## src/sv/tmc_pkg.sv

```systemverilog
// tcp_mss_clamp package: field widths, protocol constants and option parser states.
// No dependencies; compile first.
`default_nettype none

package tmc_pkg;

  localparam int unsigned BYTE_W    = 8;
  localparam int unsigned MSS_W     = 16;
  localparam int unsigned OFS_W     = 8;
  localparam int unsigned CSUM_OFS_W = 7;

  localparam logic [7:0] ETH_TYPE_HI   = 8'h08;
  localparam logic [7:0] ETH_TYPE_LO   = 8'h00;
  localparam logic [7:0] POS_TYPE_HI   = 8'd12;
  localparam logic [7:0] POS_TYPE_LO   = 8'd13;
  localparam logic [7:0] POS_IP_VER    = 8'd14;
  localparam logic [7:0] POS_IP_PROTO  = 8'd23;
  localparam logic [3:0] IP_VERSION4   = 4'd4;
  localparam logic [3:0] IHL_MIN       = 4'd5;
  localparam logic [7:0] PROTO_TCP     = 8'd6;
  localparam logic [7:0] ETH_HDR_BYTES = 8'd14;
  localparam logic [7:0] TCP_DOFS_OFS  = 8'd12;
  localparam logic [7:0] TCP_FLAGS_OFS = 8'd13;
  localparam logic [7:0] TCP_CSUM_OFS  = 8'd16;
  localparam logic [7:0] TCP_OPT_OFS   = 8'd20;
  localparam logic [5:0] TCP_HDR_MIN   = 6'd20;
  localparam logic [7:0] SYN_BIT       = 8'h02;
  localparam logic [8:0] MIN_FRAME     = 9'd54;

  localparam logic [7:0] OPT_END     = 8'd0;
  localparam logic [7:0] OPT_NOP     = 8'd1;
  localparam logic [7:0] OPT_MSS     = 8'd2;
  localparam logic [7:0] OPT_LEN_MIN = 8'd2;
  localparam logic [7:0] OPT_MSS_LEN = 8'd4;

  typedef enum logic [6:0] {
    PH_KIND      = 7'b0000001,
    PH_LEN_MSS   = 7'b0000010,
    PH_LEN_OTHER = 7'b0000100,
    PH_SKIP      = 7'b0001000,
    PH_MSS_HI    = 7'b0010000,
    PH_MSS_LO    = 7'b0100000,
    PH_DONE      = 7'b1000000
  } opt_phase_t;

endpackage

`default_nettype wire

```

## src/sv/tmc_if.sv

```systemverilog
// tcp_mss_clamp channel interfaces: frame byte words in, clamp result words out.
// Depends on tmc_pkg.
`default_nettype none

interface tmc_in_if import tmc_pkg::*; ();
  logic              valid;
  logic              ready;
  logic [BYTE_W-1:0] frame_byte;
  logic              last;

  modport source (output valid, frame_byte, last, input ready);
  modport sink   (input valid, frame_byte, last, output ready);
endinterface

interface tmc_out_if import tmc_pkg::*; ();
  logic                  valid;
  logic                  ready;
  logic                  clamped;
  logic [OFS_W-1:0]      mss_offset;
  logic [MSS_W-1:0]      new_mss;
  logic [CSUM_OFS_W-1:0] checksum_offset;
  logic [MSS_W-1:0]      new_checksum;

  modport source (output valid, clamped, mss_offset, new_mss, checksum_offset, new_checksum,
                  input ready);
  modport sink   (input valid, clamped, mss_offset, new_mss, checksum_offset, new_checksum,
                  output ready);
endinterface

`default_nettype wire

```

## src/sv/tcp_mss_clamp.sv

```systemverilog
// TCP MSS clamp checker for IPv4 SYN frames: takes one frame byte per word and
// gives one result word per frame. Frame bytes are accepted one per cycle with no gaps
// needed while the result queue has room; the per-byte parse is a single pass of logic
// into the frame state registers. The result of a frame passes through two registers after
// its last byte: one holds the eligibility verdict and captured fields, the next holds the
// RFC 1624 checksum update. Both result registers are a small queue, so bytes of the next
// frame keep flowing while a result waits. The MSS limit written on mss_limit_we is the
// one in force when the last byte is taken; zero disables clamping.
// Depends on tmc_pkg and tmc_if.
`default_nettype none

module tcp_mss_clamp import tmc_pkg::*; (
  input  wire logic             clk,
  input  wire logic             rst,
  input  wire logic             mss_limit_we,
  input  wire logic [MSS_W-1:0] mss_limit_wdata,
  tmc_in_if.sink                frame,
  tmc_out_if.source             result
);

  logic [MSS_W-1:0] mss_limit;

  logic [7:0]       byte_position, byte_position_next;
  logic             still_eligible, still_eligible_next;
  logic [5:0]       ip_header_bytes, ip_header_bytes_next;
  logic [5:0]       tcp_header_bytes, tcp_header_bytes_next;
  logic [15:0]      old_checksum, old_checksum_next;
  opt_phase_t       option_phase, option_phase_next;
  logic [5:0]       option_skip_count, option_skip_count_next;
  logic [15:0]      old_mss_value, old_mss_value_next;
  logic             mss_found, mss_found_next;
  logic [7:0]       mss_pos, mss_pos_next;

  logic             accept;
  logic             elig_early;
  logic [7:0]       tcp_start, opt_end;
  logic [5:0]       skip_dec;
  logic [8:0]       opt_len_end;
  logic [8:0]       frame_len;
  logic [7:0]       hdr_total;
  logic             frame_ok;

  // verdict stage
  logic             s1_valid, s1_ready;
  logic             s1_ok;
  logic [15:0]      s1_csum, s1_mss, s1_limit;
  logic [7:0]       s1_pos;
  logic [5:0]       s1_ip;

  // result stage
  logic             s2_valid, s2_ready;
  logic [16:0]      sum_a;
  logic [17:0]      sum_b;
  logic [16:0]      fold1;
  logic [15:0]      fold2;

  assign s2_ready    = !s2_valid || result.ready;
  assign s1_ready    = !s1_valid || s2_ready;
  assign frame.ready = s1_ready;
  assign accept      = frame.valid && s1_ready;

  assign tcp_start   = ETH_HDR_BYTES + {2'b0, ip_header_bytes};
  assign opt_end     = tcp_start + {2'b0, tcp_header_bytes};
  assign skip_dec    = (option_skip_count != 6'd0) ? option_skip_count - 6'd1 : 6'd0;
  assign opt_len_end = {1'b0, byte_position} - 9'd1 + {1'b0, frame.frame_byte};

  always_comb begin
    byte_position_next     = (byte_position != 8'hFF) ? byte_position + 8'd1 : byte_position;
    still_eligible_next    = still_eligible;
    ip_header_bytes_next   = ip_header_bytes;
    tcp_header_bytes_next  = tcp_header_bytes;
    old_checksum_next      = old_checksum;
    option_phase_next      = option_phase;
    option_skip_count_next = option_skip_count;
    old_mss_value_next     = old_mss_value;
    mss_found_next         = mss_found;
    mss_pos_next           = mss_pos;

    elig_early = still_eligible;
    if (byte_position == POS_TYPE_HI && frame.frame_byte != ETH_TYPE_HI) elig_early = 1'b0;
    if (byte_position == POS_TYPE_LO && frame.frame_byte != ETH_TYPE_LO) elig_early = 1'b0;
    if (byte_position == POS_IP_VER) begin
      if (frame.frame_byte[7:4] != IP_VERSION4 || frame.frame_byte[3:0] < IHL_MIN) begin
        elig_early = 1'b0;
      end else if (still_eligible) begin
        ip_header_bytes_next = {frame.frame_byte[3:0], 2'b00};
      end
    end
    if (byte_position == POS_IP_PROTO && frame.frame_byte != PROTO_TCP) elig_early = 1'b0;
    if (still_eligible) still_eligible_next = elig_early;

    if (still_eligible && elig_early && ip_header_bytes != 6'd0) begin
      if (byte_position == tcp_start + TCP_DOFS_OFS) begin
        if ({frame.frame_byte[7:4], 2'b00} < TCP_HDR_MIN) begin
          still_eligible_next = 1'b0;
        end else begin
          tcp_header_bytes_next = {frame.frame_byte[7:4], 2'b00};
        end
      end
      if (byte_position == tcp_start + TCP_FLAGS_OFS && (frame.frame_byte & SYN_BIT) == 8'd0) begin
        still_eligible_next = 1'b0;
      end
      if (byte_position == tcp_start + TCP_CSUM_OFS) begin
        old_checksum_next[15:8] = frame.frame_byte;
      end
      if (byte_position == tcp_start + TCP_CSUM_OFS + 8'd1) begin
        old_checksum_next[7:0] = frame.frame_byte;
      end
      if (tcp_header_bytes != 6'd0 && byte_position >= tcp_start + TCP_OPT_OFS &&
          byte_position < opt_end) begin
        unique case (option_phase)
          PH_KIND: begin
            if (frame.frame_byte == OPT_END) begin
              option_phase_next = PH_DONE;
            end else if (frame.frame_byte == OPT_NOP) begin
              option_phase_next = PH_KIND;
            end else if ({1'b0, byte_position} + 9'd1 >= {1'b0, opt_end}) begin
              option_phase_next = PH_DONE;
            end else if (frame.frame_byte == OPT_MSS) begin
              option_phase_next = PH_LEN_MSS;
            end else begin
              option_phase_next = PH_LEN_OTHER;
            end
          end
          PH_LEN_MSS, PH_LEN_OTHER: begin
            if (frame.frame_byte < OPT_LEN_MIN || opt_len_end > {1'b0, opt_end}) begin
              option_phase_next = PH_DONE;
            end else if (option_phase == PH_LEN_MSS && frame.frame_byte == OPT_MSS_LEN) begin
              option_phase_next = PH_MSS_HI;
            end else if (frame.frame_byte == OPT_LEN_MIN) begin
              option_phase_next = PH_KIND;
            end else begin
              option_skip_count_next = frame.frame_byte[5:0] - OPT_LEN_MIN[5:0];
              option_phase_next      = PH_SKIP;
            end
          end
          PH_SKIP: begin
            option_skip_count_next = skip_dec;
            if (skip_dec == 6'd0) option_phase_next = PH_KIND;
          end
          PH_MSS_HI: begin
            old_mss_value_next[15:8] = frame.frame_byte;
            mss_pos_next             = byte_position;
            option_phase_next        = PH_MSS_LO;
          end
          PH_MSS_LO: begin
            old_mss_value_next[7:0] = frame.frame_byte;
            mss_found_next          = 1'b1;
            option_phase_next       = PH_DONE;
          end
          PH_DONE: begin
          end
          default: option_phase_next = PH_DONE;
        endcase
      end
    end
  end

  assign frame_len = {1'b0, byte_position} + 9'd1;
  assign hdr_total = ETH_HDR_BYTES + {2'b0, ip_header_bytes_next} + {2'b0, tcp_header_bytes_next};
  assign frame_ok  = still_eligible_next && tcp_header_bytes_next != 6'd0 &&
                     ip_header_bytes_next != 6'd0 && frame_len >= MIN_FRAME &&
                     frame_len >= {1'b0, hdr_total} && mss_found_next &&
                     mss_limit != 16'd0 && old_mss_value_next > mss_limit;

  always_ff @(posedge clk) begin
    if (rst) begin
      mss_limit <= '0;
    end else if (mss_limit_we) begin
      mss_limit <= mss_limit_wdata;
    end
  end

  always_ff @(posedge clk) begin
    if (rst || (accept && frame.last)) begin
      byte_position     <= '0;
      still_eligible    <= 1'b1;
      ip_header_bytes   <= '0;
      tcp_header_bytes  <= '0;
      old_checksum      <= '0;
      option_phase      <= PH_KIND;
      option_skip_count <= '0;
      old_mss_value     <= '0;
      mss_found         <= 1'b0;
      mss_pos           <= '0;
    end else if (accept) begin
      byte_position     <= byte_position_next;
      still_eligible    <= still_eligible_next;
      ip_header_bytes   <= ip_header_bytes_next;
      tcp_header_bytes  <= tcp_header_bytes_next;
      old_checksum      <= old_checksum_next;
      option_phase      <= option_phase_next;
      option_skip_count <= option_skip_count_next;
      old_mss_value     <= old_mss_value_next;
      mss_found         <= mss_found_next;
      mss_pos           <= mss_pos_next;
    end
  end

  always_ff @(posedge clk) begin
    if (rst) begin
      s1_valid <= 1'b0;
    end else if (s1_ready) begin
      s1_valid <= accept && frame.last;
    end
  end

  always_ff @(posedge clk) begin
    if (s1_ready && accept && frame.last) begin
      s1_ok    <= frame_ok;
      s1_csum  <= old_checksum_next;
      s1_mss   <= old_mss_value_next;
      s1_limit <= mss_limit;
      s1_pos   <= mss_pos_next;
      s1_ip    <= ip_header_bytes_next;
    end
  end

  // ~(~HC + ~m + m') with end-around carry
  assign sum_a = {1'b0, ~s1_csum} + {1'b0, ~s1_mss};
  assign sum_b = {1'b0, sum_a} + {2'b0, s1_limit};
  assign fold1 = {1'b0, sum_b[15:0]} + {15'b0, sum_b[17:16]};
  assign fold2 = fold1[15:0] + {15'b0, fold1[16]};

  always_ff @(posedge clk) begin
    if (rst) begin
      s2_valid <= 1'b0;
    end else if (s2_ready) begin
      s2_valid <= s1_valid;
    end
  end

  always_ff @(posedge clk) begin
    if (s2_ready && s1_valid) begin
      result.clamped <= s1_ok;
      if (s1_ok) begin
        result.mss_offset      <= s1_pos;
        result.new_mss         <= s1_limit;
        result.checksum_offset <= CSUM_OFS_W'(ETH_HDR_BYTES + {2'b0, s1_ip} + TCP_CSUM_OFS);
        result.new_checksum    <= ~fold2;
      end else begin
        result.mss_offset      <= '0;
        result.new_mss         <= '0;
        result.checksum_offset <= '0;
        result.new_checksum    <= '0;
      end
    end
  end

  assign result.valid = s2_valid;

`ifndef SYNTHESIS
  a_frame_restart: assert property (@(posedge clk) disable iff (rst)
    frame.valid && frame.ready && frame.last |=> byte_position == 8'd0)
    else $error("frame state not cleared after last word");

  a_stall_only_when_full: assert property (@(posedge clk) disable iff (rst)
    !frame.ready |-> s1_valid && s2_valid && !result.ready)
    else $error("input stalled with room in result queue");

  a_found_done: assert property (@(posedge clk) disable iff (rst)
    mss_found |-> option_phase == PH_DONE)
    else $error("MSS found but option walk still running");

  a_clamped_fields: assert property (@(posedge clk) disable iff (rst)
    result.valid && result.clamped |-> result.new_mss != 16'd0 &&
    result.checksum_offset != 7'd0 && result.mss_offset > 8'd53)
    else $error("clamped result with bad patch fields");

  a_unclamped_zero: assert property (@(posedge clk) disable iff (rst)
    result.valid && !result.clamped |-> result.new_mss == 16'd0 &&
    result.mss_offset == 8'd0 && result.new_checksum == 16'd0)
    else $error("unclamped result with nonzero fields");
`endif

endmodule

`default_nettype wire
```

## src/flat_wrapper.sv

```systemverilog
// flat-port wrapper written by rule: the top's interface ports become plain ports
module tcp_mss_clamp_flat import tmc_pkg::*;
  (clk, rst, mss_limit_we, mss_limit_wdata, frame_valid, frame_frame_byte, frame_last, frame_ready, result_valid, result_clamped, result_mss_offset, result_new_mss, result_checksum_offset, result_new_checksum, result_ready);
  tmc_in_if frame_i ();
  tmc_out_if result_i ();
  input  wire logic clk;
  input  wire logic rst;
  input  wire logic mss_limit_we;
  input  wire logic [MSS_W-1:0] mss_limit_wdata;
  input wire logic [$bits(frame_i.valid)-1:0] frame_valid;
  input wire logic [$bits(frame_i.frame_byte)-1:0] frame_frame_byte;
  input wire logic [$bits(frame_i.last)-1:0] frame_last;
  output wire logic [$bits(frame_i.ready)-1:0] frame_ready;
  output wire logic [$bits(result_i.valid)-1:0] result_valid;
  output wire logic [$bits(result_i.clamped)-1:0] result_clamped;
  output wire logic [$bits(result_i.mss_offset)-1:0] result_mss_offset;
  output wire logic [$bits(result_i.new_mss)-1:0] result_new_mss;
  output wire logic [$bits(result_i.checksum_offset)-1:0] result_checksum_offset;
  output wire logic [$bits(result_i.new_checksum)-1:0] result_new_checksum;
  input wire logic [$bits(result_i.ready)-1:0] result_ready;
  assign frame_i.valid = frame_valid;
  assign frame_i.frame_byte = frame_frame_byte;
  assign frame_i.last = frame_last;
  assign frame_ready = frame_i.ready;
  assign result_valid = result_i.valid;
  assign result_clamped = result_i.clamped;
  assign result_mss_offset = result_i.mss_offset;
  assign result_new_mss = result_i.new_mss;
  assign result_checksum_offset = result_i.checksum_offset;
  assign result_new_checksum = result_i.new_checksum;
  assign result_i.ready = result_ready;
  tcp_mss_clamp u_core (.clk(clk), .rst(rst), .mss_limit_we(mss_limit_we), .mss_limit_wdata(mss_limit_wdata), .frame(frame_i), .result(result_i));
endmodule
```

## config.mk

```make
export PLATFORM = sky130hd
export DESIGN_NAME = tcp_mss_clamp_flat
export DESIGN_NICKNAME = d
export VERILOG_FILES = /design/src/sv/tmc_pkg.sv /design/src/sv/tmc_if.sv /design/src/sv/tcp_mss_clamp.sv /design/src/flat_wrapper.sv
export SDC_FILE = /design/constraint.sdc
export NUM_CORES = 1
export LEC_CHECK = 0
export BUFFER_PORTS_ARGS = -buffer_cell sky130_fd_sc_hd__buf_2
export CORE_MARGIN = 4
export CORE_UTILIZATION = 39
export DETAILED_ROUTE_END_ITERATION = 12
export HOLD_SLACK_MARGIN = 0.15
export PLACE_DENSITY = 0.54
export SYNTH_ARGS = -nofsm -noshare
export SYNTH_HDL_FRONTEND = slang
export SYNTH_SLANG_ARGS = --single-unit
```

## constraint.sdc

```tcl
create_clock -name clk -period 14.8 [get_ports clk]
set_input_delay 1.48 -clock clk [delete_from_list [all_inputs] [get_ports clk]]
set_output_delay 1.48 -clock clk [all_outputs]
set_load 0.01 [all_outputs]
```

==> flow_metrics.env, run 1 <==
export IMPL_synth_edf_count=111
export IMPL_grt_pass1_wl_um=57000
export IMPL_hpwlAfterDp_um=27500
export IMPL_vias=10200
export IMPL_final_setup_tns_ns=0
export IMPL_period_share_pct=48.0
export IMPL_clock_path_buffers=3
export IMPL_synth_xor_area_share_pct=5.85
export IMPL_max_cap_violations=0
export IMPL_hp_start="u_core.mss_pos[3]$_SDFFE_PP0P_"
export IMPL_synth_cell_type_count=74
export IMPL_drc_errors=0
export IMPL_synth_top_flop_cell="edfxtp_1"
export IMPL_worstHoldEndpoint="u_core.mss_pos[3]$_SDFFE_PP0P_"
export IMPL_cp_required_ns=15.05
export IMPL_combPwrFrac_pct=14.7
export IMPL_htree_levels=1
export IMPL_tightest_slew_ns=0.980
export IMPL_max_slew_margin_rel_pct=34.2
export IMPL_clkTransAtPathRegs_ns=0.06
export IMPL_startpoint_type="flip-flop"
export IMPL_timing_fmax_mhz=141
export IMPL_drt_total_wl_um=36500
export IMPL_die_x_um=192
export IMPL_layout_commonest_cell="nor2_1"
export IMPL_critical_path_class="reg2reg"
export IMPL_syn_to_final_growth_pct=12.8
export IMPL_synthAdderAreaFrac_pct=14.4
export IMPL_syn_inst=1386
export IMPL_p_int_mw=1.07
export IMPL_grtUsageMet2_pct=33.8
export IMPL_hold_violations=0
export IMPL_drtIter0Drc=636
export IMPL_core_area_sq_um=33500
export IMPL_synth_simple_area_share_pct=18.0
export IMPL_seq_power_share_pct=42.6
export IMPL_hold_class="reg2reg"
export IMPL_crit_fanout=18
export IMPL_finalPower_mw=1.46
export IMPL_leakage_nw=6.08
export IMPL_cts_resized_gates=0
export IMPL_skew_ns=0.0148
export IMPL_period_minus_slack_ns=7.10
export IMPL_slew_viol_final=0
export IMPL_synth_mux_area_fraction_pct=5.88
export IMPL_ys_seq_area_share_pct=39.2
export IMPL_cts_tree="done"
export IMPL_synth_seq_cells=204
export IMPL_dr_pass1_iters=7
export IMPL_grtUsageTotal_pct=19.7
export IMPL_start_util_pct=39.5
export IMPL_ios=80
export IMPL_syn_num_nets=1556
export IMPL_grt_antenna_before_repair=4
export IMPL_nets=1618
export IMPL_rsz0062_at_grt="no"
export IMPL_pwr_share_clk_pct=42.7
export IMPL_regToRegSetupSlack_ns=7.70
export IMPL_dieArea_sq_um=37000
export IMPL_r2r_start="u_core.ip_header_bytes[1]$_SDFFE_PP0P_"
export IMPL_multi_input_area_sq_um=7410
export IMPL_grt_remaining_overflow=0
export IMPL_clock_sinks=204
export IMPL_cpMaxStageDelayCell="xor2_1"
export IMPL_slowest_delay_ns=0.58
export IMPL_gp_congestion=0.890
export IMPL_post_cts_repair_setup_buffers=0
export IMPL_final_cell_mix="133 x nor2_1, 119 x ha_1, 111 x edfxtp_1"
export IMPL_grtUsageMet1_pct=25.8
export IMPL_synth_compound_area_share_pct=11.6
export IMPL_switchingPower_uw=387
export IMPL_cts_buffers=24
export IMPL_setup_viol=0
export IMPL_synth_top_family_by_area="simple AND/OR/NAND/NOR gates"
export IMPL_rows=67
export IMPL_p_sw_share_pct=26.6
export IMPL_seq_area_sq_um=5190
export IMPL_worstHoldPathCells=2
export IMPL_path_buf_inv=3
export IMPL_first_global_vias=9949
export IMPL_grt_max_degree=57
export IMPL_drive_gt1_share_pct=13.2
export IMPL_fin_hold_ws_ns=0.452
export IMPL_status="complete, no violations"
export IMPL_grt_busiest_layer="met2"
export IMPL_synthArstFlopShare_pct=0
export IMPL_synth_area_sq_um=13300
export IMPL_grt_use_met3_pct=3.00
export IMPL_peakVddDrop_mv=0.0736
export IMPL_drtAntennaViolNets=0
export IMPL_cpMostUsedCell="a21o_1"
export IMPL_yosysWarnings=0
export IMPL_hold_buffers=0
export IMPL_avgSynthCellArea_sq_um=9.56
export IMPL_cp_arrival_ns=7.35
export IMPL_cp_top_family="compound AO/OA/AOI/OAI gates"
export IMPL_power_density_nw_per_um2=97.5
export IMPL_viasPerCell=5.34
export IMPL_root_buffer="clkbuf_16"
export IMPL_cp_end_kind="flip-flop"
export IMPL_reg2reg_depth=27
export IMPL_io_buffers=79
export IMPL_r2r_end="u_core.s1_ok$_DFFE_PP_"
export IMPL_clock_latency_ns=0.53
export IMPL_die_h_um=192
export IMPL_route_detailed_wl_per_inst_um=19.0
export IMPL_fillers=3303
[worst max-delay path by stage]
stage	from	to	slack [ns]	depth (start not counted)
6_report	u_core.ip_header_bytes[1]$_SDFFE_PP0P_	u_core.s1_ok$_DFFE_PP_	7.70	27
5_1_grt	u_core.ip_header_bytes[1]$_SDFFE_PP0P_	u_core.s1_ok$_DFFE_PP_	7.34	27
4_1_cts	u_core.ip_header_bytes[1]$_SDFFE_PP0P_	u_core.s1_ok$_DFFE_PP_	7.72	27
3_5_place_dp	u_core.ip_header_bytes[1]$_SDFFE_PP0P_	u_core.s1_ok$_DFFE_PP_	7.75	27
3_3_place_gp	u_core.ip_header_bytes[1]$_SDFFE_PP0P_	u_core.s1_ok$_DFFE_PP_	7.77	27
2_1_floorplan	u_core.ip_header_bytes[1]$_SDFFE_PP0P_	u_core.s1_ok$_DFFE_PP_	8.72	28
[layer usage]
metal / routed length, um / share of wire [%]
met1: 16000 / 44
met2: 17500 / 48
met3: 1870 / 5.1
met4: 1060 / 2.9
met5: 28 / 0.077
[cell type report]
| class | instances | share of cell area, % |
|---|---|---|
| Clock buffer | 29 | 4.49 |
| Sequential cell | 204 | 34.8 |
| Timing Repair Buffer | 92 | 3.30 |
| Antenna cell | 1 | 0.0167 |
| Inverter | 116 | 2.91 |
| Multi-Input combinational cell | 1010 | 49.6 |
| Tap cell | 448 | 3.75 |
| Clock inverter | 15 | 1.19 |
[cells by family after synthesis]
group,Yosys count
AOI/OAI and AO/OA,241
xor gates and xnor gates,87
adders and majority gates,140
buffers and inverters,172
DFF,204
muxes,74
and+or+nand+nor,468
[state kept, by name (all words and copies together), names as in the netlist, 8 cells and up]
name                        count
u_core.mss_limit               16
u_core.old_checksum            16
u_core.old_mss_value           16
u_core.result.new_checksum     16
u_core.result.new_mss          16
u_core.s1_csum                 16
u_core.s1_limit                16
u_core.s1_mss                  16
u_core.byte_position            8
u_core.mss_pos                  8
u_core.result.mss_offset        8
u_core.s1_pos                   8
[cells in the mapped netlist, types with 9 or more instances]
cell / count / area share [%]
a211oi_1: 9 / 0.51
a21o_1: 23 / 1.3
a21oi_1: 83 / 3.1
and2_1: 34 / 1.6
and3_1: 11 / 0.52
buf_2: 9 / 0.34
clkbuf_1: 44 / 1.2
dfxtp_1: 93 / 14
edfxtp_1: 111 / 25
fa_1: 21 / 3.2
ha_1: 119 / 11
inv_1: 111 / 3.1
mux2_2: 31 / 2.6
mux2i_1: 43 / 3.2
nand2_1: 89 / 2.5
nand2b_1: 14 / 0.66
nand3_1: 26 / 0.98
nand4_1: 20 / 0.94
nor2_1: 133 / 3.8
nor2b_1: 16 / 0.76
nor3_1: 47 / 1.8
nor3b_1: 9 / 0.51
nor4_1: 21 / 0.99
o21a_1: 22 / 1.2
o21ai_0: 44 / 1.7
or2_2: 10 / 0.47
or3_1: 11 / 0.52
xnor2_1: 60 / 4.0
xor2_1: 26 / 1.7
[metrics by stage]
| step | worst slack (ns) | utilization (%) | std cells | cell area (sq um) |
|---|---|---|---|---|
| floorplan | 8.72 | - | 1386 | 13300 |
| global route | 7.34 | 44.6 | 1915 | 14900 |
| detailed placement | 7.75 | 42.0 | 1870 | 14100 |
| global placement | 7.77 | 42.0 | 1870 | 14100 |
| CTS | 7.72 | 44.6 | 1914 | 14900 |
| finish | 7.70 | 44.6 | 1915 | 14900 |
[worst min-delay path, cell delays in order, from the launching register on]
cell	delay, ns
dfxtp_1	0.31
nand2_1	0.05
a21oi_1	0.05
[power by group through the flow]
stage	Sequential, mW	Combinational, mW	Clock (mW)
after CTS	0.620	0.216	0.639
after global routing	0.622	0.240	0.661
after floorplan	0.631	0.155	0
after global placement	0.632	0.213	0
after detailed placement	0.633	0.215	0
final	0.620	0.214	0.623
(Power assumes the default switching activity.)
==> inputs of run 2 (changes only) <==
Settings changed: ABC_AREA set to 1.
Clock period 14.8 ns to 6.6 ns, I/O delays scaled along.
==> run 2 against run 1 <==
- maximum frequency rose by 19%
- die area grew 3.9%
- critical path depth rose by 9
- clock skew grew 0.012 ns
- combinational power increased to 3.3 times the previous value
- worst setup slack worse by 7.0 ns
- cell area rose by 4.6%
- sequential power increased by 130%
- clock power up 130%
- register-to-register slack lost 7.0 ns
- critical path type unchanged
==> flow_metrics.env, run 2 <==
export IMPL_rows=68
export IMPL_synth_mux_area_fraction_pct=0
export IMPL_first_global_vias=11200
export IMPL_core_area_sq_um=34700
export IMPL_post_place_cells=2290
export IMPL_r2r_start="u_core.s1_mss[9]$_DFFE_PP_"
export IMPL_antenna_diode_count=0
export IMPL_cpMaxStageDelayCell="fa_1"
export IMPL_synth_area_leader_cell="edfxtp_1"
export IMPL_cts_tree="done"
export IMPL_reg2reg_depth=36
export IMPL_layout_commonest_cell="nand2_1"
export IMPL_drt_total_wl_um=37600
export IMPL_die_h_um=196
export IMPL_max_slew_margin_rel_pct=29.9
export IMPL_avgSynthCellArea_sq_um=7.75
export IMPL_synth_cell_type_count=52
export IMPL_grt_pass1_wl_um=60400
export IMPL_io_buffers=79
export IMPL_cp_arrival_ns=6.22
export IMPL_gp_congestion=0.918
export IMPL_clkTransAtPathRegs_ns=0.06
export IMPL_skew_ns=0.0267
export IMPL_drive_gt1_share_pct=11.1
export IMPL_peakVddDrop_mv=0.173
export IMPL_period_minus_slack_ns=5.95
export IMPL_nets=2033
export IMPL_worstHoldPathCells=2
export IMPL_post_cts_repair_setup_buffers=0
export IMPL_hold_buffers=0
export IMPL_grt_max_degree=64
export IMPL_rsz0062_at_grt="no"
export IMPL_ys_seq_area_share_pct=37.7
export IMPL_synthAdderAreaFrac_pct=13.8
export IMPL_drtAntennaViolNets=0
export IMPL_period_share_pct=90.1
export IMPL_critical_path_class="reg2reg"
export IMPL_synth_simple_area_share_pct=21.7
export IMPL_clock_sinks=204
export IMPL_power_density_nw_per_um2=227
export IMPL_start_util_pct=39.7
export IMPL_synth_edf_count=111
export IMPL_grt_remaining_overflow=0
export IMPL_status="complete, no violations"
export IMPL_root_buffer="clkbuf_16"
export IMPL_grt_antenna_before_repair=0
export IMPL_clock_latency_ns=0.54
export IMPL_cts_resized_gates=0
export IMPL_finalNonFillerCells=2338
export IMPL_r2r_end="u_core.result.new_checksum[15]$_SDFFCE_PN0P_"
export IMPL_hold_violations=0
export IMPL_clock_path_buffers=3
export IMPL_yosysTopAreaCellShare_pct=24.2
export IMPL_hp_start="rst"
export IMPL_syn_inst=1780
export IMPL_crit_fanout=5
export IMPL_drtIter0Drc=690
export IMPL_synth_area_sq_um=13800
export IMPL_slowest_delay_ns=0.44
export IMPL_viasPerCell=4.92
export IMPL_startpoint="u_core.s1_mss[9]$_DFFE_PP_"
export IMPL_ys_top_cells_by_count="348 x nand2_1, 329 x inv_1, 155 x nor2_1"
export IMPL_final_cell_mix="347 x nand2_1, 328 x inv_1, 150 x nor2_1"
export IMPL_synth_xor_area_share_pct=3.04
export IMPL_tightest_slew_ns=1.05
export IMPL_fillers=3466
export IMPL_hpwlAfterDp_um=29200
export IMPL_yosysMostFrequentCell="nand2_1"
export IMPL_htree_levels=1
export IMPL_timing_fmax_mhz=168
export IMPL_vias=11500
export IMPL_synth_top_flop_cell="edfxtp_1"
export IMPL_route_detailed_wl_per_inst_um=16.1
export IMPL_slew_viol_final=0
export IMPL_ios=80
export IMPL_dr_pass1_iters=7
export IMPL_cts_buffers=26
export IMPL_grtUsageTotal_pct=19.5
export IMPL_leakage_nw=7.69
export IMPL_setup_viol=0
export IMPL_cp_end_kind="flip-flop"
export IMPL_synth_compound_area_share_pct=13.1
export IMPL_max_cap_violations=0
export IMPL_die_x_um=196
export IMPL_cp_required_ns=6.88
export IMPL_fin_hold_ws_ns=0.291
export IMPL_drc_errors=0
export IMPL_yosys_top_cells_area="edfxtp_1 24%, dfxtp_1 14%, ha_1 11%, nand2_1 9.5%, inv_1 9.0%"
export IMPL_synth_seq_cells=204
export IMPL_syn_to_final_growth_pct=13.3
export IMPL_synth_top_family_by_area="simple AND/OR/NAND/NOR gates"
export IMPL_cpMostUsedCell="nor2_1"
export IMPL_hold_class="in2reg"
export IMPL_synthArstFlopShare_pct=0
export IMPL_yosysWarnings=0
export IMPL_startpoint_type="flip-flop"
export IMPL_final_setup_tns_ns=0
export IMPL_syn_num_nets=1950
export IMPL_regToRegSetupSlack_ns=0.65
export IMPL_worstHoldEndpoint="u_core.result.valid$_SDFFE_PP0P_"
export IMPL_dieArea_sq_um=38400
==> run 2: stage by stage <==
step | setup slack (ns) | util [%] | instance area, sq um | total power [mW]
floorplan | 1.16 | - | 13800 | 1.95
global placement | 0.505 | 42.3 | 14700 | 2.14
detailed placement | 0.277 | 42.3 | 14700 | 2.15
CTS | 0.273 | 44.7 | 15500 | 3.57
global route | 0.00196 | 45.0 | 15600 | 3.75
finish | 0.653 | 45.0 | 15600 | 3.55
==> run 2: area by class of cell <==
class                   instances  area, sq um  share of cell area (%)
repair buffers                 90          478                    3.06
clock buffers                  35          694                    4.44
clock inverters                13          160                    1.03
well taps                     455          569                    3.64
multi-input cells            1196         7220                    46.2
inverters                     345         1300                    8.34
flip-flops and latches        204         5200                    33.3
==> run 2: metal layers <==
layer / global-route usage [%] / wire (um) / vias to the layer above
met5: 0 / 0 / -
met4: 4.50 / 743 / 0
met3: 2.11 / 1530 / 36
met2: 33.3 / 17700 / 222
met1: 26.8 / 17600 / 5280
li1: - / - / 5976
==> run 2: kinds of logic (layout without fill, tap and decap cells) <==
logic type,count (synthesis),in the layout
adders and majority gates,140,140
xor gates and xnor gates,47,47
AOI/OAI and AO/OA,327,327
buffers and inverters,380,483
DFF,204,204
and+or+nand+nor,682,682
==> run 2: worst max-delay path by stage <==
stage / to / slack (ns) / depth (start not counted)
finish: u_core.result.new_checksum[15]$_SDFFCE_PN0P_ / 0.65 / 36
global route: u_core.result.new_checksum[14]$_SDFFCE_PN0P_ / 0.002 / 38
CTS: u_core.result.new_checksum[14]$_SDFFCE_PN0P_ / 0.27 / 37
detailed placement: u_core.result.new_checksum[14]$_SDFFCE_PN0P_ / 0.28 / 37
global placement: u_core.result.new_checksum[15]$_SDFFCE_PN0P_ / 0.51 / 36
floorplan: u_core.result.new_checksum[14]$_SDFFCE_PN0P_ / 1.16 / 37
==> run 2: worst max-delay path: cells and delay by family (launching register included) <==
| family | cells | cell delay (ns) |
|---|---|---|
| XOR/XNOR | 1 | 0.16 |
| buffers and inverters | 1 | 0.12 |
| flip-flops | 1 | 0.38 |
| AND/OR/NAND/NOR | 24 | 2.68 |
| adder cells (fa/ha/maj) | 5 | 1.43 |
| AO/OA/AOI/OAI | 5 | 0.90 |
==> run 2: power by group <==
part	total (mW)	leakage [nW]	internal, mW	switching, mW
Combinational	0.705	5.45	0.237	0.468
Sequential	1.43	1.83	1.40	0.0343
Clock	1.41	0.407	0.857	0.551
==> inputs of run 3 (changes only) <==
Settings changed: RECOVER_POWER set to 100.
==> run 3 against run 2 <==
- the run now ends with max-capacitance violations, max-slew violations left
- register-to-register slack got worse by 0.02 ns
- highest routed layer unchanged
- critical endpoint unchanged
- clock power barely moved
- flip-flop and latch count did not move
- critical path depth did not move
- critical path type unchanged
- sequential power barely moved
- largest power group unchanged
- power fell by 0.18%
- first-iteration DRC count rose by 15%
==> flow_metrics.env, run 3 (synthesis results as in run 2) <==
export IMPL_cp_required_ns=6.87
export IMPL_viasPerCell=4.95
export IMPL_period_minus_slack_ns=5.97
export IMPL_place_area_sq_um=14700
export IMPL_skew_ns=0.0271
export IMPL_cp_end_kind="flip-flop"
export IMPL_start_util_pct=39.7
export IMPL_hold_class="in2reg"
export IMPL_place_ws_ns=0.277
export IMPL_max_slew_margin_rel_pct=-128
export IMPL_clock_path_buffers=3
export IMPL_power_density_nw_per_um2=229
export IMPL_grtUsageTotal_pct=19.5
export IMPL_period_share_pct=90.5
export IMPL_post_cts_repair_setup_buffers=0
export IMPL_cp_arrival_ns=6.24
export IMPL_final_cell_mix="348 x nand2_1, 329 x inv_1, 158 x o21ai_0"
export IMPL_drive_gt1_share_pct=7.12
export IMPL_failed_checks="max-capacitance violations, max-slew violations"
export IMPL_rows=68
export IMPL_dieArea_sq_um=38400
export IMPL_vias=11600
export IMPL_grt_remaining_overflow=0
export IMPL_status="finished with violations"
export IMPL_cpMaxStageDelayCell="fa_1"
export IMPL_root_buffer="clkbuf_16"
export IMPL_fin_area_sq_um=15400
export IMPL_cts_buffers=26
export IMPL_drtAntennaViolNets=0
export IMPL_nets=2033
export IMPL_syn_to_final_growth_pct=12.0
export IMPL_die_x_um=196
export IMPL_dr_pass1_iters=5
export IMPL_layout_commonest_cell="nand2_1"
export IMPL_first_global_vias=11200
export IMPL_hold_buffers=0
export IMPL_tightest_slew_ns=3.42
export IMPL_leakage_nw=7.48
export IMPL_clock_sinks=204
export IMPL_route_detailed_wl_per_inst_um=16.1
export IMPL_slew_viol_final=238
export IMPL_timing_fmax_mhz=167
export IMPL_max_cap_violations=6
export IMPL_peakVddDrop_mv=0.173
export IMPL_cp_top_family="simple AND/OR/NAND/NOR gates"
export IMPL_ios=80
export IMPL_hpwlAfterDp_um=29200
export IMPL_path_buf_inv=1
export IMPL_clock_latency_ns=0.54
export IMPL_critical_path_class="reg2reg"
export IMPL_setup_viol=0
export IMPL_slowest_delay_ns=0.44
export IMPL_gp_congestion=0.918
export IMPL_clkTransAtPathRegs_ns=0.06
export IMPL_drt_total_wl_um=37600
export IMPL_antenna_diode_count=0
export IMPL_grt_max_degree=64
export IMPL_grt_antenna_before_repair=0
export IMPL_hold_violations=0
export IMPL_startpoint_type="flip-flop"
export IMPL_htree_levels=1
export IMPL_grt_pass1_wl_um=60400
export IMPL_core_area_sq_um=34700
export IMPL_io_buffers=79
export IMPL_regToRegSetupSlack_ns=0.63
export IMPL_crit_fanout=5
export IMPL_drc_errors=0
export IMPL_drtIter0Drc=795
export IMPL_setup_ws_ns=0.630
export IMPL_die_h_um=196
export IMPL_cpMostUsedCell="nor2_1"
export IMPL_cts_tree="done"
-- run 3: area by class of cell --
cell class	instances	area [sq um]
fill	3522	19300
clock buffer	35	694
multi-input combinational	1196	7130
timing repair buffer	90	393
inverter	345	1300
sequential	204	5200
tap	455	569
clock inverter	13	160
-- run 3: worst paths after layout --
kind | startpoint | to | cells after the start
worst max-delay path | u_core.s1_mss[9]$_DFFE_PP_ | u_core.result.new_checksum[15]$_SDFFCE_PN0P_ | 36
worst min-delay path | rst | u_core.result.valid$_SDFFE_PP0P_ | 2
worst max register to register | u_core.s1_mss[9]$_DFFE_PP_ | u_core.result.new_checksum[15]$_SDFFCE_PN0P_ | 36
worst min register to register | u_core.mss_limit[3]$_SDFFE_PP0P_ | u_core.s1_limit[3]$_DFFE_PP_ | 0
-- run 3: per-stage QoR --
| step | instances | total power, mW | utilization, % | TNS, ns | hold WS [ns] |
|---|---|---|---|---|---|
| after floorplan | 1780 | 1.95 | - | 0 | 0.431 |
| after global placement | 2290 | 2.14 | 42.3 | 0 | 0.455 |
| after detailed placement | 2290 | 2.15 | 42.3 | 0 | 0.453 |
| after CTS | 2338 | 3.57 | 44.7 | 0 | 0.269 |
| after global routing | 2338 | 3.75 | 44.5 | -0.0145 | 0.275 |
| final | 2338 | 3.54 | 44.5 | 0 | 0.290 |
-- run 3: repair_timing --
action,CTS,global route
endpoints found under the setup margin,0,9
endpoints found under the hold margin,0,0
gates resized for setup,0,25
-- run 3: worst reg2reg max path, delay by kind of cell (launching register included) --
family	cells	cell delay, ns
XOR/XNOR	1	0.16
flip-flops	1	0.38
buffers and inverters	1	0.12
AND/OR/NAND/NOR	24	2.69
AO/OA/AOI/OAI	5	0.91
adder cells (fa/ha/maj)	5	1.43
-- run 3: power by group --
| group | internal, mW | switching (mW) |
|---|---|---|
| combinational | 0.231 | 0.465 |
| sequential | 1.40 | 0.0343 |
| clock | 0.857 | 0.551 |
| total | 2.49 | 1.05 |
-- run 3: routing by layer --
| layer | global-route usage [%] | part of all wire, % | wire length, um | up-vias |
|---|---|---|---|---|
| met2 | 33.3 | 47 | 17800 | 232 |
| met4 | 4.50 | 2.0 | 765 | 0 |
| met5 | 0 | 0 | 0 | - |
| met3 | 2.11 | 4.0 | 1500 | 38 |
| met1 | 26.8 | 47 | 17600 | 5337 |
| li1 | - | - | - | 5972 |
